### config.mk
export PLATFORM = sky130hd
export DESIGN_NAME = glyph_run_fill_decoder_unit_flat
export DESIGN_NICKNAME = d
export VERILOG_FILES = /design/src/gruf_pkg.sv /design/src/gruf_if.sv /design/src/gruf_ctrl.sv /design/src/gruf_dp.sv /design/src/glyph_run_fill_decoder_unit.sv /design/src/flat_wrapper.sv
export SDC_FILE = /design/constraint.sdc
export NUM_CORES = 1
export LEC_CHECK = 0
export BUFFER_PORTS_ARGS = -buffer_cell sky130_fd_sc_hd__buf_2
export CAP_MARGIN = 0
export CORE_MARGIN = 2
export CORE_UTILIZATION = 50
export DETAILED_ROUTE_END_ITERATION = 8
export PLACE_DENSITY = 0.64
export SYNTH_ARGS = -nofsm -noshare
export SYNTH_HDL_FRONTEND = slang
export SYNTH_HIERARCHICAL = 1
export SYNTH_SLANG_ARGS = --single-unit
### constraint.sdc
create_clock -name clk -period 5.5 [get_ports clk]
set_input_delay 1.1 -clock clk [delete_from_list [all_inputs] [get_ports clk]]
set_output_delay 1.1 -clock clk [all_outputs]
set_load 0.05 [all_outputs]
### src/gruf_pkg.sv
`timescale 1ns / 1ps
// ----------------------------------------------------------------------------
// gruf_pkg
// Shared sizes, command codes and control types of the glyph run fill decoder.
// ----------------------------------------------------------------------------
package gruf_pkg;

    localparam int MAX_WIDTH  = 16;   // bitmap columns, one bit per column
    localparam int MAX_HEIGHT = 16;   // bitmap rows

    localparam int MODE_W   = 2;
    localparam int START_W  = 4;
    localparam int LENGTH_W = 5;
    localparam int SELECT_W = 4;
    localparam int LINE_W   = 4;
    localparam int SIZE_W   = 5;
    localparam int END_W    = 6;      // start plus length without overflow
    localparam int CFG_IDX_W  = 2;
    localparam int CFG_DATA_W = 5;

    localparam logic [MODE_W-1:0] MODE_FILL    = 2'd0;
    localparam logic [MODE_W-1:0] MODE_NEWLINE = 2'd1;
    localparam logic [MODE_W-1:0] MODE_READ    = 2'd2;
    localparam logic [MODE_W-1:0] MODE_CLEAR   = 2'd3;

    localparam logic [CFG_IDX_W-1:0] CFG_GLYPH_WIDTH  = 2'd0;
    localparam logic [CFG_IDX_W-1:0] CFG_GLYPH_HEIGHT = 2'd1;

    localparam logic [SIZE_W-1:0] SIZE_MAX_W = SIZE_W'(MAX_WIDTH);
    localparam logic [SIZE_W-1:0] SIZE_MAX_H = SIZE_W'(MAX_HEIGHT);

    // Command from the controller to the datapath
    typedef struct packed {
        logic              fire;
        logic [MODE_W-1:0] mode;
        logic              direction;
        logic [LINE_W-1:0] line;
    } dp_cmd_t;

    // Status from the datapath back to the controller
    typedef struct packed {
        logic edge_reached;   // fill run reaches the glyph edge
        logic line_last;      // advancing wraps to the other direction
    } dp_stat_t;

    // Register value 0 acts as 1, values above the maximum act as the maximum
    function automatic logic [SIZE_W-1:0] eff_size(input logic [SIZE_W-1:0] v,
                                                  input logic [SIZE_W-1:0] maxv);
        logic [SIZE_W-1:0] r;
        if (v == '0)
            r = SIZE_W'(1);
        else if (v > maxv)
            r = maxv;
        else
            r = v;
        return r;
    endfunction

    function automatic logic [MAX_WIDTH-1:0] col_mask(input logic [END_W-1:0] n);
        logic [MAX_WIDTH-1:0] m;
        for (int i = 0; i < MAX_WIDTH; i++)
            m[i] = (END_W'(i) < n);
        return m;
    endfunction

    function automatic logic [MAX_HEIGHT-1:0] row_mask(input logic [END_W-1:0] n);
        logic [MAX_HEIGHT-1:0] m;
        for (int i = 0; i < MAX_HEIGHT; i++)
            m[i] = (END_W'(i) < n);
        return m;
    endfunction

endpackage

### src/gruf_if.sv
`timescale 1ns / 1ps
// ----------------------------------------------------------------------------
// gruf_if
// Valid/ready channels of the decoder: command, result and register write.
// ----------------------------------------------------------------------------
interface gruf_cmd_if;
    logic                          valid;
    logic                          ready;
    logic [gruf_pkg::MODE_W-1:0]   mode;
    logic [gruf_pkg::START_W-1:0]  run_start;
    logic [gruf_pkg::LENGTH_W-1:0] run_length;
    logic [gruf_pkg::SELECT_W-1:0] row_select;

    modport source (output valid, mode, run_start, run_length, row_select, input ready);
    modport sink   (input valid, mode, run_start, run_length, row_select, output ready);
endinterface

interface gruf_rsp_if;
    logic                           valid;
    logic                           ready;
    logic [gruf_pkg::MAX_WIDTH-1:0] row_bits;
    logic                           vertical_phase;
    logic [gruf_pkg::LINE_W-1:0]    line_index;

    modport source (output valid, row_bits, vertical_phase, line_index, input ready);
    modport sink   (input valid, row_bits, vertical_phase, line_index, output ready);
endinterface

interface gruf_cfg_if;
    logic                            valid;
    logic                            ready;
    logic [gruf_pkg::CFG_IDX_W-1:0]  index;
    logic [gruf_pkg::CFG_DATA_W-1:0] data;

    modport source (output valid, index, data, input ready);
    modport sink   (input valid, index, data, output ready);
endinterface

### src/gruf_ctrl.sv
`timescale 1ns / 1ps
// ----------------------------------------------------------------------------
// gruf_ctrl
// Controller: handshakes, direction and line index, datapath commands.
// ----------------------------------------------------------------------------
module gruf_ctrl (
    input  logic                        clk,
    input  logic                        rst_n,
    input  logic                        in_valid,
    output logic                        in_ready,
    input  logic [gruf_pkg::MODE_W-1:0] in_mode,
    output logic                        out_valid,
    input  logic                        out_ready,
    output gruf_pkg::dp_cmd_t           cmd,
    input  gruf_pkg::dp_stat_t          stat,
    output logic                        direction,
    output logic [gruf_pkg::LINE_W-1:0] line
);
    import gruf_pkg::*;

    localparam logic ST_EMPTY = 1'b0;
    localparam logic ST_FULL  = 1'b1;

    logic              state_reg, state_next;
    logic              dir_reg, dir_next;
    logic [LINE_W-1:0] line_reg, line_next;
    logic              fire;
    logic              do_advance;

    // Accept while the result slot is empty or being emptied this cycle
    assign in_ready = (state_reg == ST_EMPTY) || out_ready;
    assign fire     = in_valid && in_ready;

    assign cmd.fire      = fire;
    assign cmd.mode      = in_mode;
    assign cmd.direction = dir_reg;
    assign cmd.line      = line_reg;

    always_comb
    begin
        unique case (in_mode)
            MODE_FILL:    do_advance = stat.edge_reached;
            MODE_NEWLINE: do_advance = 1'b1;
            default:      do_advance = 1'b0;
        endcase
    end

    always_comb
    begin
        dir_next  = dir_reg;
        line_next = line_reg;
        if (fire)
        begin
            if (in_mode == MODE_CLEAR)
            begin
                dir_next  = 1'b0;
                line_next = '0;
            end
            else if (do_advance)
            begin
                if (stat.line_last)
                begin
                    dir_next  = ~dir_reg;
                    line_next = '0;
                end
                else
                begin
                    line_next = line_reg + LINE_W'(1);
                end
            end
        end
    end

    always_comb
    begin
        unique case (state_reg)
            ST_EMPTY: state_next = fire ? ST_FULL : ST_EMPTY;
            ST_FULL:  state_next = (fire || !out_ready) ? ST_FULL : ST_EMPTY;
            default:  state_next = ST_EMPTY;
        endcase
    end

    always_ff @(posedge clk or negedge rst_n)
    begin
        if (!rst_n)
        begin
            state_reg <= ST_EMPTY;
            dir_reg   <= 1'b0;
            line_reg  <= '0;
        end
        else
        begin
            state_reg <= state_next;
            dir_reg   <= dir_next;
            line_reg  <= line_next;
        end
    end

    assign out_valid = (state_reg == ST_FULL);
    assign direction = dir_reg;
    assign line      = line_reg;

endmodule

### src/gruf_dp.sv
`timescale 1ns / 1ps
// ----------------------------------------------------------------------------
// gruf_dp
// Datapath: size registers, pixel bitmap, run masks and row read register.
// ----------------------------------------------------------------------------
module gruf_dp (
    input  logic                            clk,
    input  logic                            rst_n,
    input  gruf_pkg::dp_cmd_t               cmd,
    output gruf_pkg::dp_stat_t              stat,
    input  logic [gruf_pkg::START_W-1:0]    run_start,
    input  logic [gruf_pkg::LENGTH_W-1:0]   run_length,
    input  logic [gruf_pkg::SELECT_W-1:0]   row_select,
    input  logic                            cfg_we,
    input  logic [gruf_pkg::CFG_IDX_W-1:0]  cfg_index,
    input  logic [gruf_pkg::CFG_DATA_W-1:0] cfg_data,
    output logic [gruf_pkg::MAX_WIDTH-1:0]  row_bits
);
    import gruf_pkg::*;

    logic [SIZE_W-1:0]    width_reg, height_reg;
    logic [SIZE_W-1:0]    w_eff, h_eff, limit;
    logic [END_W-1:0]     run_end, stop_col, stop_row;
    logic [MAX_WIDTH-1:0] hmask;
    logic [MAX_HEIGHT-1:0] vmask;
    logic                 line_in_h, line_in_w;
    logic [MAX_WIDTH-1:0] pixel_reg [MAX_HEIGHT];
    logic [MAX_WIDTH-1:0] read_word;
    logic [MAX_WIDTH-1:0] row_bits_reg;

    always_ff @(posedge clk or negedge rst_n)
    begin
        if (!rst_n)
        begin
            width_reg  <= SIZE_MAX_W;
            height_reg <= SIZE_MAX_H;
        end
        else if (cfg_we)
        begin
            if (cfg_index == CFG_GLYPH_WIDTH)
                width_reg <= SIZE_W'(cfg_data);
            else if (cfg_index == CFG_GLYPH_HEIGHT)
                height_reg <= SIZE_W'(cfg_data);
        end
    end

    assign w_eff = eff_size(width_reg, SIZE_MAX_W);
    assign h_eff = eff_size(height_reg, SIZE_MAX_H);

    assign run_end  = END_W'(run_start) + END_W'(run_length);
    assign stop_col = (run_end < END_W'(w_eff)) ? run_end : END_W'(w_eff);
    assign stop_row = (run_end < END_W'(h_eff)) ? run_end : END_W'(h_eff);
    assign hmask    = col_mask(stop_col) & ~col_mask(END_W'(run_start));
    assign vmask    = row_mask(stop_row) & ~row_mask(END_W'(run_start));

    // Lines left behind by a size change take no pixels
    assign line_in_h = SIZE_W'(cmd.line) < h_eff;
    assign line_in_w = SIZE_W'(cmd.line) < w_eff;

    assign limit             = cmd.direction ? w_eff : h_eff;
    assign stat.line_last    = (SIZE_W'(cmd.line) + SIZE_W'(1)) >= limit;
    assign stat.edge_reached = cmd.direction ? (run_end >= END_W'(h_eff))
                                             : (run_end >= END_W'(w_eff));

    always_ff @(posedge clk or negedge rst_n)
    begin
        if (!rst_n)
        begin
            for (int r = 0; r < MAX_HEIGHT; r++)
                pixel_reg[r] <= '0;
        end
        else if (cmd.fire)
        begin
            for (int r = 0; r < MAX_HEIGHT; r++)
            begin
                if (cmd.mode == MODE_CLEAR)
                    pixel_reg[r] <= '0;
                else if (cmd.mode == MODE_FILL)
                begin
                    if (!cmd.direction && line_in_h && (cmd.line == LINE_W'(r)))
                        pixel_reg[r] <= pixel_reg[r] | hmask;
                    else if (cmd.direction && line_in_w && vmask[r])
                        pixel_reg[r] <= pixel_reg[r] | (MAX_WIDTH'(1) << cmd.line);
                end
            end
        end
    end

    assign read_word = (SIZE_W'(row_select) < h_eff)
                     ? (pixel_reg[row_select] & col_mask(END_W'(w_eff))) : '0;

    // Load the result word on every beat; only a read returns pixels
    always_ff @(posedge clk)
    begin
        if (cmd.fire)
            row_bits_reg <= (cmd.mode == MODE_READ) ? read_word : '0;
    end

    assign row_bits = row_bits_reg;

endmodule

### src/glyph_run_fill_decoder_unit.sv
`timescale 1ns / 1ps
// ----------------------------------------------------------------------------
// glyph_run_fill_decoder_unit
// Rebuilds a 16x16 glyph bitmap from fill, newline, read and clear commands.
// ----------------------------------------------------------------------------
//  channel  role  payload                                    beat
//  cmd      sink  mode, run_start, run_length, row_select    valid & ready
//  rsp      src   row_bits, vertical_phase, line_index       valid & ready
//  cfg      sink  index (0 width, 1 height), data            valid & ready
//
//  A fill ORs a whole run mask into the flop bitmap, so a new beat is
//  taken every cycle while cmd.ready is high.
//  The result appears the cycle after its command beat and holds until taken;
//  cmd.ready drops only while a result waits and rsp.ready is low.
//  Reset clears the bitmap, direction and line at once and sets both sizes
//  to 16; cfg.ready is always high.
// ----------------------------------------------------------------------------
module glyph_run_fill_decoder_unit (
    input logic     clk,
    input logic     rst_n,
    gruf_cmd_if.sink   cmd,
    gruf_rsp_if.source rsp,
    gruf_cfg_if.sink   cfg
);
    import gruf_pkg::*;

    dp_cmd_t  dp_cmd;
    dp_stat_t dp_stat;
    logic     cfg_we;

    // Register writes must arrive only while idle, which the block does not enforce; it takes them at once
    assign cfg.ready = 1'b1;
    assign cfg_we    = cfg.valid;

    // Controller owns the handshakes and the direction/line state
    gruf_ctrl u_ctrl (
        .clk       (clk),
        .rst_n     (rst_n),
        .in_valid  (cmd.valid),
        .in_ready  (cmd.ready),
        .in_mode   (cmd.mode),
        .out_valid (rsp.valid),
        .out_ready (rsp.ready),
        .cmd       (dp_cmd),
        .stat      (dp_stat),
        .direction (rsp.vertical_phase),
        .line      (rsp.line_index)
    );

    // Datapath holds the bitmap, the sizes and the read word
    gruf_dp u_dp (
        .clk        (clk),
        .rst_n      (rst_n),
        .cmd        (dp_cmd),
        .stat       (dp_stat),
        .run_start  (cmd.run_start),
        .run_length (cmd.run_length),
        .row_select (cmd.row_select),
        .cfg_we     (cfg_we),
        .cfg_index  (cfg.index),
        .cfg_data   (cfg.data),
        .row_bits   (rsp.row_bits)
    );

    // Every accepted beat leaves a result behind
    a_result_follows: assert property (@(posedge clk) disable iff (!rst_n)
        (cmd.valid && cmd.ready) |=> rsp.valid)
        else $error("no result after an accepted command");

    // Clear returns to row zero of the horizontal phase
    a_clear_home: assert property (@(posedge clk) disable iff (!rst_n)
        (cmd.valid && cmd.ready && cmd.mode == MODE_CLEAR)
        |=> (!rsp.vertical_phase && rsp.line_index == '0 && rsp.row_bits == '0))
        else $error("clear did not reset direction and line");

    // A stalled result must not see its state move under it
    a_state_holds: assert property (@(posedge clk) disable iff (!rst_n)
        (rsp.valid && !rsp.ready)
        |=> ($stable(rsp.line_index) && $stable(rsp.vertical_phase)))
        else $error("line state moved while result stalled");

    // An empty result slot never blocks a command
    a_ready_when_empty: assert property (@(posedge clk) disable iff (!rst_n)
        !rsp.valid |-> cmd.ready)
        else $error("command stalled with no pending result");

endmodule
### src/flat_wrapper.sv
// flat-port wrapper written by rule: the top's interface ports become plain ports
module glyph_run_fill_decoder_unit_flat import gruf_pkg::*;
  (clk, rst_n, cmd_valid, cmd_mode, cmd_run_start, cmd_run_length, cmd_row_select, cmd_ready, rsp_valid, rsp_row_bits, rsp_vertical_phase, rsp_line_index, rsp_ready, cfg_valid, cfg_index, cfg_data, cfg_ready);
  gruf_cmd_if cmd_i ();
  gruf_rsp_if rsp_i ();
  gruf_cfg_if cfg_i ();
  input logic clk;
  input logic rst_n;
  input wire logic [$bits(cmd_i.valid)-1:0] cmd_valid;
  input wire logic [$bits(cmd_i.mode)-1:0] cmd_mode;
  input wire logic [$bits(cmd_i.run_start)-1:0] cmd_run_start;
  input wire logic [$bits(cmd_i.run_length)-1:0] cmd_run_length;
  input wire logic [$bits(cmd_i.row_select)-1:0] cmd_row_select;
  output wire logic [$bits(cmd_i.ready)-1:0] cmd_ready;
  output wire logic [$bits(rsp_i.valid)-1:0] rsp_valid;
  output wire logic [$bits(rsp_i.row_bits)-1:0] rsp_row_bits;
  output wire logic [$bits(rsp_i.vertical_phase)-1:0] rsp_vertical_phase;
  output wire logic [$bits(rsp_i.line_index)-1:0] rsp_line_index;
  input wire logic [$bits(rsp_i.ready)-1:0] rsp_ready;
  input wire logic [$bits(cfg_i.valid)-1:0] cfg_valid;
  input wire logic [$bits(cfg_i.index)-1:0] cfg_index;
  input wire logic [$bits(cfg_i.data)-1:0] cfg_data;
  output wire logic [$bits(cfg_i.ready)-1:0] cfg_ready;
  assign cmd_i.valid = cmd_valid;
  assign cmd_i.mode = cmd_mode;
  assign cmd_i.run_start = cmd_run_start;
  assign cmd_i.run_length = cmd_run_length;
  assign cmd_i.row_select = cmd_row_select;
  assign cmd_ready = cmd_i.ready;
  assign rsp_valid = rsp_i.valid;
  assign rsp_row_bits = rsp_i.row_bits;
  assign rsp_vertical_phase = rsp_i.vertical_phase;
  assign rsp_line_index = rsp_i.line_index;
  assign rsp_i.ready = rsp_ready;
  assign cfg_i.valid = cfg_valid;
  assign cfg_i.index = cfg_index;
  assign cfg_i.data = cfg_data;
  assign cfg_ready = cfg_i.ready;
  glyph_run_fill_decoder_unit u_core (.clk(clk), .rst_n(rst_n), .cmd(cmd_i), .rsp(rsp_i), .cfg(cfg_i));
endmodule
==> results_dict.tcl, run 1 <==
set metrics [dict create \
    outcome "finished, final reports clean" \
    hp-class "reg -> reg" \
    cts-htree-levels 2 \
    stdcell_area_um2 19200 \
    synth_warnings 6 \
    final_hold_viol_count 0 \
    drc 0 \
    yosysTopAreaCell "dfrtp_1" \
    firstDrtPassIters 8 \
    grt_pass1_vias 15720 \
    syn2layout_area_growth_pct 11.5 \
    cp.required_ns 5.91 \
    max_freq_ghz 0.207 \
    clkSlewWorstSetupHoldPaths_ns 0.06 \
    viasPerCell 6.80 \
    irDropWorstVdd_v 0.000389 \
    relSlewSlack 0.237 \
    gp_congestion 0.993 \
    dieArea_um2 36000 \
    fin_skew_ns 0.0160 \
    rsz0062_at_grt "false" \
    cts_tree "yes" \
    worstPathMaxFanout 25 \
    report.final.slew_viol_count 0 \
    tightestPinTransition_ns 1.14 \
    die_x_um 190 \
    rows 68 \
    final_common_cell "dfrtp_1" \
    start_util 0.503 \
    cts_buffers 35 \
    synthTopCellsByArea "dfrtp_1 39%, mux4_2 10%, o21ai_0 7.7%" \
    path_class "in -> reg" \
    cts-root-buf "clkbuf_16" \
    ys_seq_area_frac 0.423 \
    period_share 0.880 \
    grt_pass1_wl_um 102000 \
    antenna_cells 0 \
    power_density_nw_per_um2 431 \
    end_kind "flop" \
    finalPower_mw 8.29 \
    synth_edf_count 16 \
    synth_cell_types 91 \
    setup_violations 0 \
    cts.sinks 288 \
    clock_latency_ns 0.55 \
    fillCellCount 3065 \
    layout-drive-gt1-share 0.173 \
    dpl.hpwl_um 45200 \
    post-cts-setup-buffers 0 \
    synth_nets 1939 \
    clock_path_buffers 3 \
    worstPathArrival_ns 5.25 \
    wl_met2_um 29700 \
    nNetsFinal 1958 \
    min_period_ns 4.84 \
    grt_use_total 0.384 \
    wl_um 67600 \
    yosys_register_bits 288 \
    vias 16125 \
    p_leak_nw 8.24 \
    start_kind "input port" \
    antenna_found_initial 1 \
    holdWs_ns 0.470 \
    ys.flop_type "dfrtp_1" \
    fin_setup_tns_ns 0 \
    grt_max_degree 107 \
    top_layer "met4" \
    wl_met3_um 7880 \
    cts_resized 0 \
    detail_route.wl_per_cell_um 28.5 \
    max_cap_violations 0 \
    core_um2 34300 \
    final_cell_mix "270 x dfrtp_1, 261 x o21ai_0, 239 x a21oi_1" \
    postSynthCellCount 1875 \
    port-buffer-count 49 \
    yosysTopAreaCellShare 0.392 \
    avgSynthCellArea_um2 9.19 \
    routedLengthMet1_um 26200 \
    die_h_um 190 \
    overflow 0 \
    drt_iter0_drc 2184 \
    ios 51 \
    postRouteAntennaNets 0 \
    place_area_um2 18100 \
    largest_reg_flops 256 \
    postCtsHoldBufs 0 \
    synth_area_um2 17200 \
    synth-async-reset-ratio 0.944 \
]
kinds of logic after synthesis:
family	Yosys count	synth area share
mux	96	0.115
simple gates	550	0.139
other cells	1	0.000218
compound gates	687	0.238
fa+ha+maj	37	0.0273
flops	288	0.423
xor+xnor	5	0.00341
buf+inv	211	0.0541
layer usage:
layer | track usage | up-vias
met5 | 0 | -
li1 | - | 6814
met2 | 0.576 | 1095
met4 | 0.205 | 0
met1 | 0.511 | 7958
met3 | 0.105 | 258
final timing paths:
check	startpoint	end	slack, ns	depth (start not counted)
max reg2reg	u_core/u_dp/height_reg[4]	u_core/u_dp/pixel_reg[111]	1.15	13
max	cmd_run_start[0]	u_core/u_dp/pixel_reg[198]	0.66	17
max in group asynchronous	rst_n	u_core/u_dp/pixel_reg[143]	3.85	2
min	u_core/u_dp/pixel_reg[26]	u_core/u_dp/pixel_reg[26]	0.47	2
min reg2reg	u_core/u_dp/pixel_reg[26]	u_core/u_dp/pixel_reg[26]	0.47	2
min in group asynchronous	rst_n	u_core/u_ctrl/line[0]	0.54	1
area by class of cell:
| type | instances | area, um2 | area share |
|---|---|---|---|
| inverters | 48 | 180 | 0.00937 |
| clock inverters | 9 | 76.3 | 0.00397 |
| flip-flops and latches | 288 | 7290 | 0.379 |
| multi-input cells | 1376 | 9030 | 0.470 |
| well taps | 455 | 569 | 0.0296 |
| repair buffers | 145 | 1060 | 0.0549 |
| clock buffers | 50 | 1020 | 0.0532 |
worst max-delay path: stages:
cell      delay, ns
buf_2          0.13
ha_1           0.19
inv_1          0.06
fa_1           0.41
nand2b_1       0.16
a21oi_1        0.19
xnor2_1        0.20
inv_1          0.12
ha_1           0.34
and3_1         0.22
o21ai_0        0.25
nand3_1        0.21
buf_4          0.28
o211ai_1       0.83
o21ai_0        0.26
a21oi_1        0.22
nor2_1         0.05
power by group:
group	switching, mW	internal, mW
logic	2.12	1.02
clock network	0.929	1.33
registers	0.321	2.56
synth_stat cells (12+ instances only):
cell type,instances
o31ai_1,21
dfrtp_1,270
buf_1,12
and2_1,12
nor2_1,208
ha_1,36
clkbuf_1,105
nand2b_1,16
a31oi_1,17
nand2_1,198
a21oi_1,239
o211ai_1,13
buf_2,19
nand3_1,24
o21a_1,13
nor3_1,27
inv_1,47
nor2b_1,15
edfxtp_1,16
buf_4,19
o21ai_0,265
mux4_2,80
a211oi_1,18
metrics by stage:
stage	utilization	instances	setup slack [ns]
2_1_floorplan	-	1875	0.727
3_3_place_gp	0.529	2312	0.402
3_5_place_dp	0.529	2312	0.290
4_1_cts	0.561	2371	0.831
5_1_grt	0.561	2371	0.409
6_report	0.561	2371	0.658
No activity file was read; power rests on OpenSTA's default activity.
==> run 2, diff against run 1 <==
--- a/config.mk
+++ b/config.mk
@@ -10,7 +10,7 @@
 export CORE_MARGIN = 2
 export CORE_UTILIZATION = 50
 export DETAILED_ROUTE_END_ITERATION = 8
-export PLACE_DENSITY = 0.64
+export PLACE_DENSITY = 0.7
 export SYNTH_ARGS = -nofsm -noshare
 export SYNTH_HDL_FRONTEND = slang
 export SYNTH_HIERARCHICAL = 1
==> run 2 against run 1 <==
Against the previous run:
- cell count about the same
- global-route usage shrank 2.3 points
- hold slack better by 0.0034 ns
- total power grew 0.52%
- clock power grew 4%
- setup slack got worse by 0.097 ns
- first-iteration DRC count is 11% higher
- critical path depth fell by 1
- routed wire length down 4.3%
- non-clock buffer count down 4
- core utilization up 0.073 points
- largest cell class unchanged
- largest power group unchanged
==> results_dict.tcl, run 2 (same netlist as run 1, synthesis figures left out) <==
set metrics [dict create \
    power_density_nw_per_um2 433 \
    die_h_um 190 \
    period_share 0.898 \
    path_class "in -> reg" \
    final_cell_mix "270 x dfrtp_1, 262 x o21ai_0, 239 x a21oi_1" \
    cts_resized 0 \
    p_leak_nw 8.24 \
    multi_input_area_um2 9030 \
    hp-class "reg -> reg" \
    overflow 0 \
    final_cells 2372 \
    layout-drive-gt1-share 0.173 \
    dp.cells 2308 \
    max_freq_ghz 0.202 \
    nNetsFinal 1954 \
    holdWs_ns 0.473 \
    end_kind "flop" \
    cts_tree "yes" \
    grt_pass1_vias 15337 \
    rows 68 \
    report.final.slew_viol_count 0 \
    grt_max_degree 112 \
    dieArea_um2 36000 \
    cts.sinks 288 \
    viasPerCell 6.78 \
    core_um2 34300 \
    syn2layout_area_growth_pct 11.7 \
    clkSlewWorstSetupHoldPaths_ns 0.06 \
    place_area_um2 18100 \
    antenna_found_initial 2 \
    detail_route.wl_per_cell_um 27.3 \
    cp.required_ns 5.90 \
    outcome "finished, final reports clean" \
    drt_iter0_drc 2430 \
    start_util 0.503 \
    ios 51 \
    largest_reg_flops 256 \
    fin_setup_tns_ns 0 \
    path_cells "buf_2 > ha_1 > inv_1 > fa_1 > nand2b_1 > a21oi_1 > xnor2_1 > inv_1 > ha_1 > and3_1 > o21ai_0 > nand3_1 > o211ai_1 > o21ai_0 > a21oi_1 > nor2_1" \
    grt_pass1_wl_um 97200 \
    setup_violations 0 \
    layout.area.seq_um2 7290 \
    stdcell_area_um2 19200 \
    irDropWorstVdd_v 0.000298 \
    final_common_cell "dfrtp_1" \
    worstPathMaxFanout 12 \
    min_period_ns 4.94 \
    die_x_um 190 \
    fin_skew_ns 0.0331 \
    rsz0062_at_grt "false" \
    grt_use_total 0.361 \
    start_kind "input port" \
    slowest_delay_ns 1.01 \
    crit_family "compound AO/OA/AOI/OAI gates" \
    port-buffer-count 49 \
    post-cts-setup-buffers 0 \
    crit_buf_inv 3 \
    postCtsHoldBufs 0 \
    clock_path_buffers 3 \
    cts-htree-levels 2 \
    cts_buffers 35 \
    tightestPinTransition_ns 1.20 \
    clock_latency_ns 0.56 \
    fillCellCount 3001 \
    vias 16084 \
    dpl.hpwl_um 43400 \
    relSlewSlack 0.196 \
    postRouteAntennaNets 0 \
    cp_slowest_cell "o211ai_1" \
    cts-root-buf "clkbuf_16" \
    fin_ws_ns 0.561 \
    wl_um 64700 \
    firstDrtPassIters 6 \
    drc 0 \
    final_hold_viol_count 0 \
    pre_cts_ws_ns 0.128 \
    gp_congestion 1.02 \
    max_cap_violations 0 \
    worstPathArrival_ns 5.34 \
]
[run 2: cell types whose count changed in the layout (fill, tap and decap cells not counted), sizes merged]
cell and delta:
inv +1, bufinv +1, clkinv +3, clkinvlp +2, diode +2, buf -4
clkbuf -4
[run 2: where the power goes]
group / internal, mW / switching, mW / total [mW] / leakage, nW
Sequential: 2.56 / 0.311 / 2.87 / 3.83
Clock: 1.37 / 0.975 / 2.34 / 0.567
Combinational: 1.03 / 2.09 / 3.12 / 3.84
[run 2: path summary, 6_finish.rpt]
check | from | to | slack [ns] | depth (start not counted)
max | cmd_run_start[0] | u_core/u_dp/pixel_reg[152] | 0.56 | 16
min | u_core/u_dp/pixel_reg[44] | u_core/u_dp/pixel_reg[44] | 0.47 | 2
max reg2reg | u_core/u_dp/width_reg[1] | u_core/u_dp/pixel_reg[152] | 1.27 | 10
min reg2reg | u_core/u_dp/pixel_reg[44] | u_core/u_dp/pixel_reg[44] | 0.47 | 2
max in group asynchronous | rst_n | u_core/u_dp/pixel_reg[229] | 3.78 | 2
min in group asynchronous | rst_n | u_core/u_ctrl/direction | 0.64 | 1
[run 2: routing by layer]
| metal | up-vias | share of wire | global-route usage |
|---|---|---|---|
| li1 | 6825 | - | - |
| met1 | 7830 | 0.39 | 0.494 |
| met2 | 1176 | 0.43 | 0.528 |
| met3 | 249 | 0.13 | 0.101 |
| met4 | 4 | 0.056 | 0.187 |
| met5 | - | 0.00048 | 0 |
[run 2: layout make-up]
class                      count  share of cell area
antenna                        2            0.000260
clock buffer                  46              0.0508
timing repair buffer         141              0.0520
sequential                   288               0.379
multi-input combinational   1376               0.469
tap                          455              0.0296
clock inverter                16              0.0102
inverter                      48             0.00936
[run 2: worst min-delay path: stages (launching register included)]
cell	delay [ns]
dfrtp_1	0.33
nand2_1	0.06
o21ai_2	0.05
[run 2: metrics by stage]
step	util	power [mW]
floorplan	-	4.76
global route	0.561	8.67
global placement	0.527	5.81
finish	0.561	8.33
CTS	0.561	8.22
detailed placement	0.527	5.87
